`src/hdl/smma_pkg.sv`:
```
// Shared types and constants for the scaled matrix multiply-accumulate block.
package smma_pkg;

    // Widths of the item fields.
    localparam int unsigned KIND_W   = 2;
    localparam int unsigned IDX_W    = 5;
    localparam int unsigned VAL_W    = 16;
    localparam int unsigned SIZE_W   = 6;
    localparam int unsigned CFG_W    = 16;
    localparam int unsigned CFG_IX_W = 2;
    localparam int unsigned TDATA_W  = 32;
    localparam int unsigned OPA_W    = VAL_W + 1;
    localparam int unsigned PROD_W   = OPA_W + VAL_W;

    // Q4.12 fractional bits dropped after scaling (12 from the product, 12 from alpha).
    localparam int unsigned FRAC_DROP = 24;
    localparam int unsigned BETA_SHL  = 12;

    localparam logic signed [VAL_W-1:0] VAL_MAX = 16'sh7FFF;
    localparam logic signed [VAL_W-1:0] VAL_MIN = 16'sh8000;

    // Register reset values.
    localparam logic signed [VAL_W-1:0] ALPHA_RST = 16'sh1000;
    localparam logic signed [VAL_W-1:0] BETA_RST  = 16'sh0000;
    localparam logic [SIZE_W-1:0]       SIZE_RST  = 6'd32;

    typedef enum logic [KIND_W-1:0] {
        KIND_LOAD_A  = 2'd0,
        KIND_LOAD_B  = 2'd1,
        KIND_LOAD_C  = 2'd2,
        KIND_COMPUTE = 2'd3
    } t_kind;

    typedef enum logic [CFG_IX_W-1:0] {
        REG_ALPHA  = 2'd0,
        REG_BETA   = 2'd1,
        REG_SIZE   = 2'd2,
        REG_UNUSED = 2'd3
    } t_reg_idx;

    // Control of the shared multiply-accumulate unit.
    typedef struct packed {
        logic clear;
        logic en;
    } t_mac_ctrl;

endpackage

```
`src/hdl/smma_mac.sv`:
```
// Shared multiply-accumulate unit: registered 17x16 signed product, then a shifted accumulate.
module smma_mac #(
    parameter int unsigned ACC_W = 54,
    parameter int unsigned SHW   = 6
) (
    input  logic                                i_clk,
    input  logic                                i_rst_n,
    input  smma_pkg::t_mac_ctrl                 i_ctrl,
    input  logic signed [smma_pkg::OPA_W-1:0]   i_a,
    input  logic signed [smma_pkg::VAL_W-1:0]   i_b,
    input  logic [SHW-1:0]                      i_shift,
    output logic signed [ACC_W-1:0]             o_acc,
    output logic                                o_busy
);

    logic signed [smma_pkg::PROD_W-1:0] n_prod;
    logic signed [smma_pkg::PROD_W-1:0] r_prod;
    logic [SHW-1:0]                     r_shift;
    logic                               r_pvld;
    logic signed [ACC_W-1:0]            r_acc;
    logic signed [ACC_W-1:0]            w_addend;

    assign n_prod   = i_a * i_b;
    assign w_addend = ACC_W'(r_prod) <<< r_shift;

    always_ff @(posedge i_clk) begin
        if (!i_rst_n) begin
            r_pvld <= 1'b0;
        end else begin
            r_pvld <= i_ctrl.en;
        end
    end

    always_ff @(posedge i_clk) begin
        r_prod  <= n_prod;
        r_shift <= i_shift;
        if (i_ctrl.clear) begin
            r_acc <= '0;
        end else if (r_pvld) begin
            r_acc <= r_acc + w_addend;
        end
    end

    assign o_acc  = r_acc;
    assign o_busy = r_pvld;

endmodule

```
`config.mk`:
```
export PLATFORM = sky130hd
export DESIGN_NAME = smma_mac
export DESIGN_NICKNAME = d
export VERILOG_FILES = /design/src/hdl/smma_pkg.sv /design/src/hdl/smma_mac.sv
export SDC_FILE = /design/constraint.sdc
export NUM_CORES = 1
export LEC_CHECK = 0
export ABC_AREA = 1
export BUFFER_PORTS_ARGS = -buffer_cell sky130_fd_sc_hd__buf_2
export CORE_UTILIZATION = 52
export CTS_CLUSTER_SIZE = 16
export DETAILED_ROUTE_END_ITERATION = 6
export HOLD_SLACK_MARGIN = 0.05
export PLACE_DENSITY_LB_ADDON = 0.15
export SYNTH_ARGS = -nofsm -noshare
export SYNTH_HDL_FRONTEND = slang
export SYNTH_SLANG_ARGS = --single-unit
```
`constraint.sdc`:
```
create_clock -name i_clk -period 5.5 [get_ports i_clk]
set_input_delay 0.275 -clock i_clk [delete_from_list [all_inputs] [get_ports i_clk]]
set_output_delay 0.275 -clock i_clk [all_outputs]
set_load 0.02 [all_outputs]
```
==> results of run 1 <==
-- layer usage --
layer	up-vias	routed length (µm)
met5	-	9
met4	2	1300
met3	69	6950
met2	804	27700
met1	9380	31100
li1	9387	-
-- cells by family (layout without fill, tap and decap cells) --
family | Yosys count | after routing
multiplexers | 3 | 3
buffers and inverters | 790 | 939
AND/OR/NAND/NOR | 1270 | 1270
AO/OA/AOI/OAI | 386 | 386
flip-flops | 94 | 94
XOR/XNOR | 59 | 59
adder cells (fa/ha/maj) | 414 | 414
-- critical path: stages --
cell,delay (ps)
buf_2,240
buf_4,190
nand2_1,50
inv_1,70
fa_1,450
fa_1,560
ha_1,150
inv_1,50
fa_1,470
inv_1,60
fa_1,540
inv_1,50
fa_1,480
inv_1,60
ha_1,380
a21oi_1,260
o21ai_0,170
a21oi_1,230
o21bai_1,140
a21o_1,190
buf_4,140
xor2_1,300
-- sequential cells by signal, summed over array words and instances, names as in the netlist --
name,cells
o_acc,54
r_shift,6
o_busy,1
r_prod,33
-- final cells by class --
class / instances / area share
clock buffer: 9 / 0.0101
clock inverter: 7 / 0.00394
inverter: 670 / 0.114
multi-input combinational: 2132 / 0.682
sequential: 94 / 0.0848
tap: 511 / 0.0288
timing repair buffer: 253 / 0.0764
-- path summary, 6_finish.rpt --
kind | start | endpoint | slack (ps) | cells after the start
setup / recovery | i_b[2] | r_prod[16] | 220 | 22
hold reg to reg | o_acc[20] | o_acc[20] | 530 | 2
setup reg to reg | r_shift[0] | o_acc[53] | 620 | 23
hold / removal | i_ctrl[0] | o_busy | 90 | 3
-- cells in the final DEF, fill, tap and decap left out, types with 97 or more instances in the layout --
cell     instances
a21oi_1        125
buf_2           97
buf_4          148
fa_1           276
ha_1           136
inv_1          663
nand2_1        742
nand3_1        138
nor2_1         307
o21ai_0        123
-- timing repair --
| action | in CTS | in global routing |
|---|---|---|
| endpoints found under the hold margin | 6 | 0 |
| buffers inserted | 0 | 0 |
| resized for setup | 0 | 6 |
| setup endpoints to repair | 0 | 5 |
| hold buffers | 6 | 0 |
-- per-stage QoR --
stage	hold WS, ps	instance area [µm²]	setup TNS (ps)	setup slack (ps)
floorplan	303	20100	0	13.4
finish	93.9	22200	0	220
global route	91.6	22200	-45.1	-44.3
detailed placement	379	21800	-886	-139
global placement	378	21800	-101	-43.7
CTS	83.5	22200	0	235
==> impl_metrics.toml, run 1 <==
[outcome]
status = "completed"

[timing]
finalSetupViolations = 0
skew_ps = 16.1
drv_slew = 0
fmax_mhz = 189
post-route-period-util = 0.960
max_slew_margin = 0.300
hold_viol_final = 0
period_minus_slack_ps = 5280
rsz0062_at_grt = "yes"
worst_slew_pin_slew_ps = 1050

[cells_and_area]
area_delta_synth_final_pct = 10.6
seq_area_mm2 = 0.00188
fin_nets = 3617
fillers = 3778
final_core_util = 0.587
layout-drive-gt1-share = 0.102
multiInputGateArea_mm2 = 0.0151
antennaDiodeCount = 0
instances_no_fill = 3676

[logic_synthesis]
synthXorXnorAreaFrac = 0.0257
synth_top_cell_by_area = "fa_1"
synth_adder_area_share = 0.362
synth_nets = 3473
postSynthCellCount = 3016
yosysUniqueCellTypes = 54
ys.flop_type = "dfxtp_1"
async_flop_share = 0
synth_area_leaders = "fa_1 28%, nand2_1 14%, inv_1 12%, dfxtp_1 9.4%, ha_1 8.5%"
synth_common_cells = "742 x nand2_1, 663 x inv_1, 308 x nor2_1"
yosysSeqAreaShare = 0.0938
post-synth-top-area-fraction = 0.276
synthSimpleGateAreaFrac = 0.257
synth_edf_count = 0
ys_warn_count = 0
syn_area_mm2 = 0.0201
synth-compound-area-share = 0.108
synth_most_common_cell = "nand2_1"
avgSynthCellArea_um2 = 6.65
synthMuxAreaShare = 0.00150
synth_seq_cells = 94
synth_top_family_by_area = "adder cells"

[clock_network]
cts.sinks = 94
path_clk_slew_ps = 80
cts-root-buf = "clkbuf_16"
cts_buffers = 9
htreeDepth = 3
insertion_delay_ps = 380
cts_tree = "built"
cts_max_path_buffers = 2

[routing]
drt_iter0_markers = 1937
drc = 0
via_per_inst = 5.34
drt.antenna.violating_nets = 0
vias = 19600
wirelength_mm = 67.1
wl_per_cell_um = 18.3
drt-pass1-iter-count = 6

[worst_hold_path]
holdCritPathClass = "input pin to register"

[floorplan]
coreArea_mm2 = 0.0378
ioPinCount = 98
rows = 71
initial_core_util = 0.530
die_area_mm2 = 0.0394
die_x_um = 198
die_y_um = 198

[placement]
dp_cells = 3654
numPortBuffers = 97
place_hpwl_mm = 57.9
routabilityCongestion = 1.01

[flow_run]
drv_cap = 0

[global_routing]
grt_pass1_vias = 19300
overflow = 0
grt_first_pass_wirelength_mm = 106
antenna_found_initial = 1
grt.busiest_layer = "met1"
grt_max_degree = 74
grt_use_met3 = 0.0856
grt_util_met1 = 0.530
globalRouteMet2Util = 0.529
grt_use_total = 0.358

[setup_path]
cp-end-kind = "register"
critPathLaunchType = "input pin"
critPathRequiredTime_ps = 5750
worstPathArrival_ps = 5530
worstPathMaxFanout = 11
worstSetupPathType = "input pin to register"
Power of run 1 is left out: the tool's default activity adds up to more than one toggle a clock period on the data nets, which glitch-free logic cannot reach.
==> run 2, diff against run 1 <==
--- a/config.mk
+++ b/config.mk
@@ -7,7 +7,7 @@
 export LEC_CHECK = 0
 export ABC_AREA = 1
 export BUFFER_PORTS_ARGS = -buffer_cell sky130_fd_sc_hd__buf_2
-export CORE_UTILIZATION = 52
+export CORE_UTILIZATION = 59
 export CTS_CLUSTER_SIZE = 16
 export DETAILED_ROUTE_END_ITERATION = 6
 export HOLD_SLACK_MARGIN = 0.05
==> impl_metrics.toml, run 2 (synthesized netlist as in run 1, its figures left out) <==
[cells_and_area]
layout_common_cells = "742 x nand2_1, 663 x inv_1, 308 x nor2_1"
largest_register_ffs = 54
area_delta_synth_final_pct = 8.04
final_common_cell = "nand2_1"
postLayoutCellArea_mm2 = 0.0217
layout-drive-gt1-share = 0.0829
final_core_util = 0.647
instances_no_fill = 3547
antennaDiodeCount = 0
fin_nets = 3551

[setup_path]
worstPathMaxFanout = 10
max_stage_delay_ps = 560
worst_path_max_delay_cell = "fa_1"
r2r-start = "r_shift[0]"
r2r_end = "o_acc[49]"
worst-path-stages = 23
crit_family = "adder cells"
worstSetupPathType = "input pin to register"
worstPathArrival_ps = 5510
path_buf_inv = 7
cp_cell_sequence = "buf_2 -> nand2_1 -> fa_1 -> inv_1 -> fa_1 -> inv_1 -> fa_1 -> inv_1 -> fa_1 -> fa_1 -> inv_1 -> fa_1 -> inv_1 -> ha_1 -> a21oi_1 -> inv_1 -> a21oi_1 -> o21ai_2 -> a21oi_1 -> o21ai_0 -> nand2_1 -> nand2_1 -> xor2_1"
reg2reg_depth = 21
rrSetupSlack_ps = 990
critPathLaunchType = "input pin"
critPathRequiredTime_ps = 5740
cp-end-kind = "register"

[power]
finalPower_mw = 15.9
pwr-share-clk = 0.044
p_leak_nw = 12.3
combPwrFrac = 0.885
power_density_mw_per_mm2 = 733
internal-power_mw = 7.03
seqPwrFrac = 0.072
ir_drop_mv = 0.597
switchingPower_mw = 8.85
switching_share = 0.557

[timing]
post-route-period-util = 0.958
layout_setup_ws_ps = 232
max_slew_margin = 0.315
period_minus_slack_ps = 5270
finalSetupViolations = 0
final.setup.tns_ps = 0
hold_ws_ps = 99.1
drv_slew = 0
fmax_mhz = 190
hold_viol_final = 0
worst_slew_pin_slew_ps = 1030
skew_ps = 20.5
rsz0062_at_grt = "no"

[placement]
numPortBuffers = 97
dp_slack_ps = -278
placed_area_mm2 = 0.0213
place_hpwl_mm = 54.1
routabilityCongestion = 1.10
dp_cells = 3525

[clock_network]
htreeDepth = 3
cts.sinks = 94
cts_max_path_buffers = 2
cts_buffers = 9
cts-root-buf = "clkbuf_16"
path_clk_slew_ps = 70
cts_tree = "built"
insertion_delay_ps = 380

[global_routing]
antenna_found_initial = 0
grt_first_pass_wirelength_mm = 102
grt_use_total = 0.379
grt_pass1_vias = 19700
grt_max_degree = 91
overflow = 0

[worst_hold_path]
whs_path_depth = 3
holdCritPathClass = "input pin to register"
whs_endpoint = "o_busy"
hp-start = "i_ctrl[0]"

[routing]
drt.antenna.violating_nets = 0
drc = 0
drt-pass1-iter-count = 6
via_per_inst = 5.49
wirelength_mm = 64.0
vias = 19500
drt_iter0_markers = 1399
wl_per_cell_um = 18.0

[floorplan]
die_x_um = 186
initial_core_util = 0.598
die_area_mm2 = 0.0348
ioPinCount = 98
rows = 67
die_y_um = 186
coreArea_mm2 = 0.0335

[outcome]
status = "completed"

[flow_run]
drv_cap = 0
==> run 2: cell types whose count changed in the layout (fill, tap and decap cells not counted), moves of 2 or more <==
cell	before	now
clkinv_4	0	2
buf_4	148	77
buf_12	2	7
clkinvlp_4	2	0
inv_8	3	1
==> run 2: how the worst max path moves through the flow <==
| stage | startpoint | endpoint | slack, ps |
|---|---|---|---|
| floorplan | i_b[5] | r_prod[31] | 10 |
| global placement | i_a[6] | r_prod[23] | -200 |
| detailed placement | i_a[6] | r_prod[23] | -280 |
| CTS | i_a[6] | r_prod[23] | 100 |
| global route | i_a[6] | r_prod[23] | 3 |
| finish | i_a[6] | r_prod[23] | 230 |
==> run 2: cell type report <==
class	instances	area, µm²
multi-input cells	2132	15100
inverters	670	2520
fillers	3110	11900
clock inverters	6	76.3
well taps	448	561
clock buffers	10	229
flip-flops and latches	94	1880
repair buffers	187	1260
==> run 2: repair_timing <==
| item | in CTS | in global routing |
|---|---|---|
| buffers inserted | 0 | 0 |
| resized for setup | 0 | 6 |
| endpoints found under the setup margin | 0 | 9 |
| hold buffers | 6 | 0 |
| endpoints found under the hold margin | 6 | 0 |
==> run 2: worst min-delay path: cells and delay by family <==
kind / cells / cell delay, ps
buf+inv: 2 / 110
simple gates: 1 / 40
==> run 2: power by group through the flow <==
stage,Clock (mW),Sequential (mW),Combinational [mW]
floorplan,0,1.16,9.26
global placement,0,1.15,13.3
detailed placement,0,1.16,13.7
CTS,0.698,1.14,13.7
global route,0.719,1.16,15.7
finish,0.693,1.14,14.1
==> run 2: metal layers <==
metal  vias up  global-route usage  routed length (µm)
met5         -                   0                   0
met3       200              0.0406                3520
li1       9271                   -                   -
met1      9246               0.421               23900
met2       740               0.684               32000
met4         0               0.255                4500
No activity file was read; power rests on OpenSTA's default activity.
